File: config.mk
export PLATFORM = sky130hd
export DESIGN_NAME = ipv4_text_subnet_match
export DESIGN_NICKNAME = d
export VERILOG_FILES = /design/src/design/ipts_pkg.sv /design/src/design/ipts_char_parse.sv /design/src/design/ipts_verdict.sv /design/src/design/ipv4_text_subnet_match.sv
export SDC_FILE = /design/constraint.sdc
export NUM_CORES = 1
export LEC_CHECK = 0
export BUFFER_PORTS_ARGS = -buffer_cell sky130_fd_sc_hd__buf_2
export CAP_MARGIN = 15
export CORE_ASPECT_RATIO = 2
export CORE_MARGIN = 2
export CORE_UTILIZATION = 45
export DETAILED_ROUTE_END_ITERATION = 16
export PLACE_DENSITY = 0.7
export REMOVE_ABC_BUFFERS = 1
export SYNTH_ARGS = -nofsm -noshare
export SYNTH_HDL_FRONTEND = slang
export SYNTH_SLANG_ARGS = --single-unit
File: constraint.sdc
create_clock -name clk -period 4.2 [get_ports clk]
set_clock_uncertainty 0.1 [all_clocks]
set_input_delay 0.84 -clock clk [delete_from_list [all_inputs] [get_ports clk]]
set_output_delay 0.84 -clock clk [all_outputs]
set_load 0.02 [all_outputs]
File: src/design/ipts_pkg.sv
// Shared types and constants for the dotted-quad parser and subnet checker.
`default_nettype none
package ipts_pkg;

    // Octets in one dotted-quad address
    localparam int unsigned OCTET_COUNT = 4;
    // Length of the loopback prefix "127."
    localparam int unsigned PREFIX_LEN  = 4;
    // Dots in a well-formed address
    localparam logic [2:0]  DOTS_OK     = 3'd3;

    // Characters
    localparam logic [7:0] CH_ZERO  = 8'h30;
    localparam logic [7:0] CH_NINE  = 8'h39;
    localparam logic [7:0] CH_DOT   = 8'h2E;
    localparam logic [7:0] CH_COLON = 8'h3A;
    localparam logic [7:0] CH_ONE   = 8'h31;
    localparam logic [7:0] CH_TWO   = 8'h32;
    localparam logic [7:0] CH_SEVEN = 8'h37;

    // Parse status codes
    localparam logic [1:0] ST_OK      = 2'd0;
    localparam logic [1:0] ST_INVALID = 2'd1;
    localparam logic [1:0] ST_DOTS    = 2'd2;

    // String kinds
    localparam logic [1:0] MODE_ADDR0 = 2'd0;
    localparam logic [1:0] MODE_ADDR1 = 2'd1;
    localparam logic [1:0] MODE_MASK  = 2'd2;

    // One request: a character of the current string
    typedef struct packed {
        logic [7:0] ch;
        logic [1:0] mode;
        logic       last;
    } req_item_t;

    // One result: parsed string and optional verdict
    typedef struct packed {
        logic [31:0] parsed_address;
        logic [15:0] parsed_port;
        logic [1:0]  status;
        logic        verdict_valid;
        logic        same_subnet;
    } rsp_item_t;

    // Summary of a string as it stands after the current character
    typedef struct packed {
        logic [31:0] addr;
        logic [15:0] port;
        logic [1:0]  status;
        logic        loopback;
    } parse_sum_t;

    // Expected character of the loopback prefix at a position
    function automatic logic [7:0] loop_prefix_char(input logic [1:0] idx);
        logic [7:0] c;
        unique case (idx)
            2'd0:    c = CH_ONE;
            2'd1:    c = CH_TWO;
            2'd2:    c = CH_SEVEN;
            default: c = CH_DOT;
        endcase
        return c;
    endfunction

endpackage
`default_nettype wire

File: src/design/ipts_char_parse.sv
// Per-string character parser: octets, dots, port and loopback prefix.
`default_nettype none
module ipts_char_parse (
    input  wire logic               clk,
    input  wire logic               rst_n,
    input  wire logic               step,
    input  wire logic               last,
    input  wire logic [7:0]         ch,
    output ipts_pkg::parse_sum_t    sum
);
    import ipts_pkg::*;

    typedef enum logic [1:0] {
        PH_OCTETS,
        PH_PORT,
        PH_STOP,
        PH_INVALID
    } phase_t;

    logic [OCTET_COUNT-1:0][7:0] acc_reg, acc_next;
    logic [2:0]                  pos_reg, pos_next;
    logic [2:0]                  dots_reg, dots_next;
    logic [15:0]                 port_reg, port_next;
    phase_t                      phase_reg, phase_next;
    logic [2:0]                  count_reg, count_next;
    logic                        prefix_reg, prefix_next;

    logic       is_digit;
    logic [3:0] digit;
    logic       first;
    logic [2:0] pos_inc;
    logic [7:0] cur_acc;
    logic [7:0] acc_times_ten;

    assign is_digit = (ch >= CH_ZERO) && (ch <= CH_NINE);
    assign digit    = 4'(ch - CH_ZERO);
    assign first    = (count_reg == 3'd0);
    assign pos_inc  = (pos_reg < 3'd7) ? pos_reg + 3'd1 : pos_reg;
    assign cur_acc  = acc_reg[pos_reg[1:0]];
    // x*10 = x*8 + x*2, modulo 256
    assign acc_times_ten = {cur_acc[4:0], 3'b000} + {cur_acc[6:0], 1'b0};

    // Next state for one character
    always_comb
    begin
        acc_next    = acc_reg;
        pos_next    = pos_reg;
        dots_next   = dots_reg;
        port_next   = port_reg;
        phase_next  = phase_reg;
        count_next  = count_reg;
        prefix_next = prefix_reg;

        // loopback prefix check over the first four characters
        if ((phase_reg == PH_OCTETS || phase_reg == PH_PORT) &&
            (count_reg < 3'(PREFIX_LEN)))
        begin
            if (ch != loop_prefix_char(count_reg[1:0]))
            begin
                prefix_next = 1'b0;
            end
            count_next = count_reg + 3'd1;
        end

        unique case (phase_reg)
            PH_OCTETS:
            begin
                if (first && !is_digit)
                begin
                    phase_next = PH_INVALID;
                end
                else if (is_digit)
                begin
                    if (pos_reg >= 3'(OCTET_COUNT))
                    begin
                        phase_next = PH_INVALID;
                    end
                    else
                    begin
                        acc_next[pos_reg[1:0]] = acc_times_ten + 8'(digit);
                    end
                end
                else if (ch == CH_DOT)
                begin
                    pos_next = pos_inc;
                    if (dots_reg < 3'd7)
                    begin
                        dots_next = dots_reg + 3'd1;
                    end
                    // write past the last octet is dropped
                    if (pos_inc < 3'(OCTET_COUNT))
                    begin
                        acc_next[pos_inc[1:0]] = 8'd0;
                    end
                end
                else if (ch == CH_COLON)
                begin
                    phase_next = PH_PORT;
                end
                else
                begin
                    phase_next = PH_STOP;
                end
            end
            PH_PORT:
            begin
                if (is_digit)
                begin
                    port_next = {port_reg[12:0], 3'b000} + {port_reg[14:0], 1'b0}
                              + 16'(digit);
                end
                else
                begin
                    phase_next = PH_STOP;
                end
            end
            default:
            begin
            end
        endcase
    end

    // Summary after this character
    always_comb
    begin
        sum.addr     = {acc_next[0], acc_next[1], acc_next[2], acc_next[3]};
        sum.port     = port_next;
        if (phase_next == PH_INVALID)
        begin
            sum.status = ST_INVALID;
        end
        else if (dots_next != DOTS_OK)
        begin
            sum.status = ST_DOTS;
        end
        else
        begin
            sum.status = ST_OK;
        end
        sum.loopback = prefix_next && (count_next >= 3'(PREFIX_LEN));
    end

    // String state; a new string starts after the last character
    always_ff @(posedge clk or negedge rst_n)
    begin
        if (!rst_n)
        begin
            acc_reg    <= '0;
            pos_reg    <= '0;
            dots_reg   <= '0;
            port_reg   <= '0;
            phase_reg  <= PH_OCTETS;
            count_reg  <= '0;
            prefix_reg <= 1'b1;
        end
        else if (step)
        begin
            if (last)
            begin
                acc_reg    <= '0;
                pos_reg    <= '0;
                dots_reg   <= '0;
                port_reg   <= '0;
                phase_reg  <= PH_OCTETS;
                count_reg  <= '0;
                prefix_reg <= 1'b1;
            end
            else
            begin
                acc_reg    <= acc_next;
                pos_reg    <= pos_next;
                dots_reg   <= dots_next;
                port_reg   <= port_next;
                phase_reg  <= phase_next;
                count_reg  <= count_next;
                prefix_reg <= prefix_next;
            end
        end
    end

endmodule
`default_nettype wire

File: src/design/ipts_verdict.sv
// Saved addresses, loopback/failure flags and the masked subnet compare.
`default_nettype none
module ipts_verdict (
    input  wire logic               clk,
    input  wire logic               rst_n,
    input  wire logic               done,
    input  wire logic [1:0]         mode,
    input  wire ipts_pkg::parse_sum_t sum,
    output logic                    verdict_valid,
    output logic                    same_subnet
);
    import ipts_pkg::*;

    logic [31:0] addr0_reg;
    logic [31:0] addr1_reg;
    logic        loop_reg, loop_next;
    logic        fail_reg, fail_next;
    logic        str_fail;
    logic        masked_eq;

    assign str_fail  = (sum.status != ST_OK);
    assign masked_eq = ((addr0_reg & sum.addr) == (addr1_reg & sum.addr));

    // Verdict and flag update for a finished string
    always_comb
    begin
        verdict_valid = 1'b0;
        same_subnet   = 1'b0;
        loop_next     = loop_reg;
        fail_next     = fail_reg;
        unique case (mode)
            MODE_ADDR0:
            begin
                loop_next = sum.loopback;
                fail_next = str_fail;
            end
            MODE_ADDR1:
            begin
                loop_next = loop_reg | sum.loopback;
                fail_next = fail_reg | str_fail;
            end
            MODE_MASK:
            begin
                verdict_valid = 1'b1;
                same_subnet   = loop_reg || (!fail_reg && !str_fail && masked_eq);
                loop_next     = 1'b0;
                fail_next     = 1'b0;
            end
            default:
            begin
            end
        endcase
    end

    always_ff @(posedge clk or negedge rst_n)
    begin
        if (!rst_n)
        begin
            addr0_reg <= '0;
            addr1_reg <= '0;
            loop_reg  <= 1'b0;
            fail_reg  <= 1'b0;
        end
        else if (done)
        begin
            loop_reg <= loop_next;
            fail_reg <= fail_next;
            if (mode == MODE_ADDR0)
            begin
                addr0_reg <= sum.addr;
            end
            if (mode == MODE_ADDR1)
            begin
                addr1_reg <= sum.addr;
            end
        end
    end

endmodule
`default_nettype wire

File: src/design/ipv4_text_subnet_match.sv
// A request is registered in s1_item_reg; the result of a string's last character is registered in out_item_reg.
// Throughput: one character per cycle; the parse of a character is one registered pass.
// A waiting result holds back only a string's last character; other characters keep flowing.
// Reset clears all valids, the per-string parse state, saved addresses and flags
// at once; no clearing pass is needed.
`default_nettype none
module ipv4_text_subnet_match (
    input  wire logic                  clk,
    input  wire logic                  rst_n,
    input  wire logic                  req_valid,
    output logic                       req_stall,
    input  wire ipts_pkg::req_item_t   req,
    output logic                       rsp_valid,
    input  wire logic                  rsp_stall,
    output ipts_pkg::rsp_item_t        rsp
);
    import ipts_pkg::*;

    logic       s1_valid_reg;
    req_item_t  s1_item_reg;
    logic       out_valid_reg;
    rsp_item_t  out_item_reg;

    logic       out_free;
    logic       s1_step;
    logic       s1_done;
    logic       req_fire;
    parse_sum_t sum;
    logic       verdict_valid;
    logic       same_subnet;

    // Handshake control
    assign out_free  = !out_valid_reg || !rsp_stall;
    assign s1_step   = s1_valid_reg && (!s1_item_reg.last || out_free);
    assign s1_done   = s1_step && s1_item_reg.last;
    assign req_stall = s1_valid_reg && !s1_step;
    assign req_fire  = req_valid && !req_stall;

    assign rsp_valid = out_valid_reg;
    assign rsp       = out_item_reg;

    ipts_char_parse u_parse (
        .clk   (clk),
        .rst_n (rst_n),
        .step  (s1_step),
        .last  (s1_item_reg.last),
        .ch    (s1_item_reg.ch),
        .sum   (sum)
    );

    ipts_verdict u_verdict (
        .clk           (clk),
        .rst_n         (rst_n),
        .done          (s1_done),
        .mode          (s1_item_reg.mode),
        .sum           (sum),
        .verdict_valid (verdict_valid),
        .same_subnet   (same_subnet)
    );

    // Valid flags
    always_ff @(posedge clk or negedge rst_n)
    begin
        if (!rst_n)
        begin
            s1_valid_reg  <= 1'b0;
            out_valid_reg <= 1'b0;
        end
        else
        begin
            if (req_fire)
            begin
                s1_valid_reg <= 1'b1;
            end
            else if (s1_step)
            begin
                s1_valid_reg <= 1'b0;
            end
            if (out_free)
            begin
                out_valid_reg <= s1_done;
            end
        end
    end

    // Payload registers
    always_ff @(posedge clk)
    begin
        if (req_fire)
        begin
            s1_item_reg <= req;
        end
        if (s1_done)
        begin
            out_item_reg.parsed_address <= sum.addr;
            out_item_reg.parsed_port    <= sum.port;
            out_item_reg.status         <= sum.status;
            out_item_reg.verdict_valid  <= verdict_valid;
            out_item_reg.same_subnet    <= same_subnet;
        end
    end

endmodule
`default_nettype wire
# After elaboration in Yosys (flattened, before gate mapping)
# Cells that the tools add are included.
[word_totals]
regBits = 191
latch_bits = 0
ram_bits = 0
mem_bits_ro = 0
inputBits = 15
out_inout_bits = 54
elab_cells = 151
n_memories = 0
[classes]
n_addsub = 8
n_mul = 0
div_mod_pow = 0
n_lt_le_gt_ge = 12
n_eq_ne = 13
shift = 0
muxes = 51
bitwise_logic = 6
reduce_logical = 37
[op_table]
columns = ["cell", "n"]
rows = [
  ["2-to-1 mux 32 bit", 7],
  ["bitwise AND 32 bit", 3],
  ["2-to-1 mux 16 bit", 3],
  ["2-to-1 mux 3 bit", 14],
  ["bitwise mux 32 bit", 1],
  ["demux 8 bit (select 2 bit)", 2],
  ["equality test 32 bit", 1],
  ["NOT 32 bit", 1],
  ["2-to-1 mux 8 bit", 3],
  ["2-to-1 mux 2 bit", 9],
  ["adder 16 bit", 1],
  ["adder 16 x 4 -> 16 bit", 1],
  ["binary-select mux 8 bit (select 2 bit)", 1],
  ["equality test 8 x 6 -> 1 bit (second input constant)", 2],
  ["one-hot mux 5 bit (3 select lines)", 1],
  ["logical AND 1 bit", 12],
  ["less-than comparator 3 bit (second input constant)", 4],
  ["adder 3 x 1 -> 3 bit (second input constant)", 3],
  ["adder 8 x 4 -> 8 bit", 1],
  ["adder 8 bit", 1],
  [">= comparator 8 x 6 -> 1 bit (second input constant)", 1],
  ["<= comparator 8 x 6 -> 1 bit (second input constant)", 1],
  ["zero test 1 bit", 8],
  ["inequality test 8 bit", 1],
  ["20 further kinds", 45],
]

# Depth between registers and ports, before layout
[depth]
word_depth = 17
ltp_mapped = 15
ltp_nobuf = 14

# Cells and area by module
# From an unflattened synthesis, not the netlist that was laid out.
[unflattened]
cells_unflattened = 828
hier_area_um2 = 9764.4
[by_module_without_submodules]
columns = ["module", "instances", "cells_per_inst", "area_each_um2", "seq_area_each_um2"]
rows = [
  ["ipts_char_parse", 1, 545, 4793.3, 1502.7],
  ["ipts_verdict", 1, 208, 2974.1, 1651.6],
  ["ipv4_text_subnet_match", 1, 75, 1996.9, 1941.9],
]

# Worst setup path before layout
# OpenSTA, ideal clock, no wires.
[synth_path]
path_kind = "register to register"
startpoint = "register u_parse.pos_reg[0]"
endpoint = "register out_item_reg (netlist bit rsp[0]) (data pin)"
setup_ns = 0.165
t_arrival_ns = 3.926
required_ns = 3.935
setup_slack_ns = 0.009
path_stages_with_launch = 15
path_buffers = 1
path_cell_list = "dfrtp_1 > buf_2 > mux4_2 > inv_1 > fa_1 > inv_1 > ha_1 > a21o_1 > a21oi_1 > xor2_1 > nor3_1 > or4_1 > nor4_1 > nand4_1 > o31ai_2"
[synth_via]
elab_chain_cells = 17
[synth_rtl]
columns = ["element", "line_no", "rtl"]
rows = [
  ["from (decl)", "ipts_char_parse.sv:21", "logic [2:0] pos_reg, pos_next;"],
  ["from (signal assigned)", "ipts_char_parse.sv:171", "pos_reg <= pos_next;"],
  ["parallel branches: the longest is 15 deep, another holds adder 8 bit", "--", ""],
  ["logical AND 1 bit (*)", "ipts_verdict.sv:45", "same_subnet = loop_reg || (!fail_reg && !str_fail && masked_eq);"],
  ["logical OR 1 bit (*)", "ipts_verdict.sv:45", ""],
  ["to (decl)", "ipv4_text_subnet_match.sv:22", "rsp_item_t out_item_reg;"],
]
# Mark *: on every way between the ends. The select of a mux whose other input is x is not followed.
# A chain may end at the register's enable or synchronous reset.

# Worst setup path after layout
# Ends and elaborated chain as after synthesis.

==> impl_metrics.prom <==
# TYPE chip_impl_metric gauge
chip_impl_info{name="result_of_the_run",value="finished clean"} 1
chip_impl_info{name="layout.cells.most_common",value="sky130_fd_sc_hd__nand2_1"} 1
chip_impl_info{name="holdCritPathClass",value="flip-flop to flip-flop"} 1
chip_impl_metric{name="clkLatencyLatePin",unit="ps"} 450
chip_impl_metric{name="period_share",unit=""} 0.9574
chip_impl_metric{name="grt_overflow_total",unit=""} 0
chip_impl_metric{name="synth_largest_type_area_fraction",unit=""} 0.3190
chip_impl_metric{name="min_period",unit="ps"} 4021
chip_impl_metric{name="htree_num_levels",unit=""} 4
chip_impl_info{name="cp-start-kind",value="flip-flop"} 1
chip_impl_metric{name="worst-path-max-fanout",unit=""} 4
chip_impl_metric{name="die_h",unit="um"} 214.4
chip_impl_metric{name="timing_worst_slew_pin_value",unit="ps"} 965.5
chip_impl_metric{name="largest_reg_flops",unit=""} 52
chip_impl_metric{name="detail_route.vias_per_cell",unit=""} 5.804
chip_impl_metric{name="fmax",unit="MHz"} 248.7
chip_impl_metric{name="start_util",unit=""} 0.4535
chip_impl_metric{name="io_buffer_count",unit=""} 68
chip_impl_metric{name="share_comb_of_total_power",unit=""} 0.129
chip_impl_metric{name="cts_buffers",unit=""} 17
chip_impl_metric{name="max-cap-violations",unit=""} 0
chip_impl_info{name="cts_root_buf",value="sky130_fd_sc_hd__clkbuf_16"} 1
chip_impl_info{name="criticalPathCategory",value="flip-flop to flip-flop"} 1
chip_impl_metric{name="worst_hold_path.num_cells",unit=""} 2
chip_impl_metric{name="async_flop_share",unit=""} 0.6702
chip_impl_metric{name="netSwitchingFraction",unit=""} 0.2745
chip_impl_metric{name="maxSlewViolCount",unit=""} 0
chip_impl_metric{name="synth_enable_flop_cells",unit=""} 63
chip_impl_metric{name="final-hold-violation-count",unit=""} 0
chip_impl_metric{name="yosys_register_bits",unit=""} 191
chip_impl_metric{name="instances_no_fill",unit=""} 1322
chip_impl_metric{name="unique_masters_post_synth",unit=""} 75
chip_impl_metric{name="vias",unit=""} 7673
chip_impl_metric{name="dp.cells",unit=""} 1290
chip_impl_metric{name="bufs_on_longest_clock_path",unit=""} 2
chip_impl_metric{name="final_layout_size_suffix_gt1_frac",unit=""} 0.1750
chip_impl_metric{name="max-vdd-ir-drop",unit="V"} 0.0002368
chip_impl_metric{name="dp.final_hpwl",unit="um"} 21880
chip_impl_metric{name="drt.antenna.violating_nets",unit=""} 0
chip_impl_metric{name="stdcell_area",unit="um^2"} 11370
chip_impl_metric{name="growth_of_design_area_from_synthesis_to_finish",unit="%"} 14.13
chip_impl_info{name="grt_setup_unrepaired",value="no"} 1
chip_impl_metric{name="post_cts_hold_buffer_count",unit=""} 0
chip_impl_info{name="most-common-layout-cells",value="sky130_fd_sc_hd__nand2_1, sky130_fd_sc_hd__dfrtp_1, sky130_fd_sc_hd__o21ai_0, sky130_fd_sc_hd__buf_2, sky130_fd_sc_hd__edfxtp_1"} 1
chip_impl_metric{name="num_antenna_cells",unit=""} 0
chip_impl_metric{name="sequential_cell_area",unit="um^2"} 5097
chip_impl_metric{name="final_nets",unit=""} 1102
chip_impl_metric{name="drt-total-wl",unit="um"} 28720
chip_impl_metric{name="number_of_buffers_inserted_to_repair_setup_after_cts",unit=""} 0
chip_impl_metric{name="synth.yosys.seq_area_share",unit=""} 0.5116
chip_impl_metric{name="timing.critical_path.required",unit="ps"} 4380
chip_impl_metric{name="cts.sink_count",unit=""} 191
chip_impl_metric{name="placement.cell_area",unit="um^2"} 10790
chip_impl_metric{name="num_io_pins",unit=""} 69
chip_impl_metric{name="final-setup-viol-count",unit=""} 0
chip_impl_metric{name="floorplan.core_area",unit="um^2"} 21970
chip_impl_metric{name="worst_endpoint_data_arrival_time",unit="ps"} 4200
chip_impl_metric{name="power.leakage",unit="nW"} 5.250
chip_impl_metric{name="gr-usage-all-layers",unit=""} 0.2576
chip_impl_info{name="dominantRegCellSynth",value="sky130_fd_sc_hd__dfrtp_1"} 1
chip_impl_metric{name="antenna_found_initial",unit=""} 0
chip_impl_metric{name="clock_power_share",unit=""} 0.372
chip_impl_metric{name="drt_pre_antenna_iters",unit=""} 5
chip_impl_metric{name="relSlewSlack",unit=""} 0.3563
chip_impl_metric{name="multi_input_comb_area",unit="um^2"} 4441
chip_impl_metric{name="floorplan.die.width",unit="um"} 109.2
chip_impl_metric{name="postSynthAreaPerCell",unit="um^2"} 10.50
chip_impl_metric{name="grt_start_max_net_pins",unit=""} 70
chip_impl_info{name="timing.critical_path.to_type",value="flip-flop"} 1
chip_impl_metric{name="place.gp.congestion",unit=""} 0.9646
chip_impl_metric{name="reg2regPathDepth",unit=""} 12
chip_impl_metric{name="synth.cell_area",unit="um^2"} 9962
chip_impl_metric{name="grt_first_pass_wirelength",unit="um"} 44340
chip_impl_metric{name="dr.first_iter.drc_count",unit=""} 565
chip_impl_metric{name="synthCells",unit=""} 949
chip_impl_info{name="tritoncts",value="built"} 1
chip_impl_metric{name="synthesis.yosys.warnings",unit=""} 0
chip_impl_metric{name="powerDensity",unit="nW/um^2"} 377.8
chip_impl_metric{name="n_fill_cell",unit=""} 2022
chip_impl_metric{name="grt_pass1_vias",unit=""} 7900
chip_impl_metric{name="share_seq_of_total_power",unit=""} 0.500
chip_impl_info{name="netlist_top_cells_area",value="sky130_fd_sc_hd__dfrtp_1, sky130_fd_sc_hd__edfxtp_1, sky130_fd_sc_hd__ha_1, sky130_fd_sc_hd__o21ai_0, sky130_fd_sc_hd__nand2_1"} 1
chip_impl_metric{name="route.detailed.drc",unit=""} 0
chip_impl_metric{name="core.rowCount",unit=""} 77
chip_impl_info{name="synth_top_area_cell",value="sky130_fd_sc_hd__dfrtp_1"} 1
chip_impl_metric{name="clock_transition_at_the_registers_of_the_reported_paths",unit="ps"} 70
chip_impl_metric{name="intPower",unit="mW"} 3.116
chip_impl_metric{name="power.switching",unit="mW"} 1.179
chip_impl_metric{name="route.detailed.wl_per_inst",unit="um"} 21.72
chip_impl_metric{name="dieArea",unit="um^2"} 23420
## cell usage after synthesis, types with 5 or more instances
cell type                    n
sky130_fd_sc_hd__mux2_2     14
sky130_fd_sc_hd__nand2b_1    7
sky130_fd_sc_hd__xor2_1     30
sky130_fd_sc_hd__a21oi_1    34
sky130_fd_sc_hd__o21ai_0   103
sky130_fd_sc_hd__o22ai_1    10
sky130_fd_sc_hd__nand3_1    25
sky130_fd_sc_hd__nand2_1   137
sky130_fd_sc_hd__ha_1       50
sky130_fd_sc_hd__a22o_1     21
sky130_fd_sc_hd__and3_1      7
sky130_fd_sc_hd__o21a_1      9
sky130_fd_sc_hd__edfxtp_1   63
sky130_fd_sc_hd__nor2_1     27
sky130_fd_sc_hd__inv_1      60
sky130_fd_sc_hd__nand4_1    10
sky130_fd_sc_hd__nor3_1     11
sky130_fd_sc_hd__clkbuf_1   34
sky130_fd_sc_hd__xnor2_1    21
sky130_fd_sc_hd__a32o_1      5
sky130_fd_sc_hd__mux4_2      7
sky130_fd_sc_hd__dfrtp_1   127
sky130_fd_sc_hd__o31ai_1     7
sky130_fd_sc_hd__and2_1      6
sky130_fd_sc_hd__a22oi_1    13
sky130_fd_sc_hd__a31oi_1    11
sky130_fd_sc_hd__buf_2       5
## repair_timing
action | CTS | global route
hold endpoints to repair | 0 | 0
gates resized for setup | 1 | 2
setup endpoints to repair | 1 | 1
pin swaps | 0 | 1
## logic make-up (layout without fill, tap and decap cells)
family / Yosys count / after routing / synth area share
compound gates: 257 / 257 / 0.1657
xor+xnor: 52 / 52 / 0.04647
fa+ha+maj: 54 / 54 / 0.07084
buf+inv: 106 / 203 / 0.04358
flops: 191 / 191 / 0.5116
mux: 22 / 22 / 0.03265
simple gates: 267 / 267 / 0.1292
## through the flow
step	setup WS (ps)	power (mW)	util	hold slack, ps	TNS, ps
floorplan	-168.8	2.501	-	349.5	-2220
global placement	-24.11	2.723	0.4910	365.4	-24.11
detailed placement	-34.73	2.737	0.4910	375.5	-34.73
CTS	3.976	4.332	0.5174	390.3	0
global route	28.46	4.460	0.5176	428.6	0
finish	178.8	4.296	0.5176	391.1	0
## worst max-delay path, stage by stage (launching register included)
cell,delay (ps)
sky130_fd_sc_hd__dfrtp_2,420
sky130_fd_sc_hd__buf_4,160
sky130_fd_sc_hd__mux4_2,510
sky130_fd_sc_hd__ha_1,290
sky130_fd_sc_hd__ha_1,160
sky130_fd_sc_hd__inv_1,60
sky130_fd_sc_hd__fa_2,570
sky130_fd_sc_hd__nor3_1,80
sky130_fd_sc_hd__a311o_1,390
sky130_fd_sc_hd__or4_1,550
sky130_fd_sc_hd__nor4_2,190
sky130_fd_sc_hd__nand4_1,150
sky130_fd_sc_hd__o31ai_2,220
## layout make-up
type | count | area share
multi-input cells | 652 | 0.3906
clock inverters | 10 | 0.008804
repair buffers | 110 | 0.06009
clock buffers | 22 | 0.04171
inverters | 61 | 0.02014
flip-flops and latches | 191 | 0.4483
well taps | 276 | 0.03037
## power by group through the flow
stage               clock (mW)  combinational (mW)  sequential [mW]
floorplan                    0               0.302             2.20
detailed placement           0               0.555             2.18
global placement             0               0.547             2.18
CTS                       1.63               0.558             2.15
finish                    1.60               0.554             2.15
global route              1.69               0.610             2.16
## path summary, 6_finish.rpt
kind | startpoint | to | slack, ps
min reg2reg | u_parse.acc_reg[31]$_DFFE_PN0P_ | u_parse.acc_reg[31]$_DFFE_PN0P_ | 390
min in group asynchronous | rst_n | u_parse.port_reg[1]$_DFFE_PN0P_ | 420
max in group asynchronous | rst_n | u_parse.prefix_reg$_DFFE_PN1P_ | 2640
max reg2reg | u_parse.pos_reg[0]$_DFFE_PN0P_ | rsp[0]$_SDFFCE_PN0P_ | 180
max | u_parse.pos_reg[0]$_DFFE_PN0P_ | rsp[0]$_SDFFCE_PN0P_ | 180
min | u_parse.acc_reg[31]$_DFFE_PN0P_ | u_parse.acc_reg[31]$_DFFE_PN0P_ | 390
## metal layers
layer | part of all wire | GRT usage | vias to the layer above
met5 | 0 | 0 | -
met4 | 0.066 | 0.1608 | 0
met3 | 0.036 | 0.04255 | 94
met2 | 0.57 | 0.4789 | 247
met1 | 0.33 | 0.2543 | 3768
li1 | - | - | 3564
(Power assumes the default switching activity.)
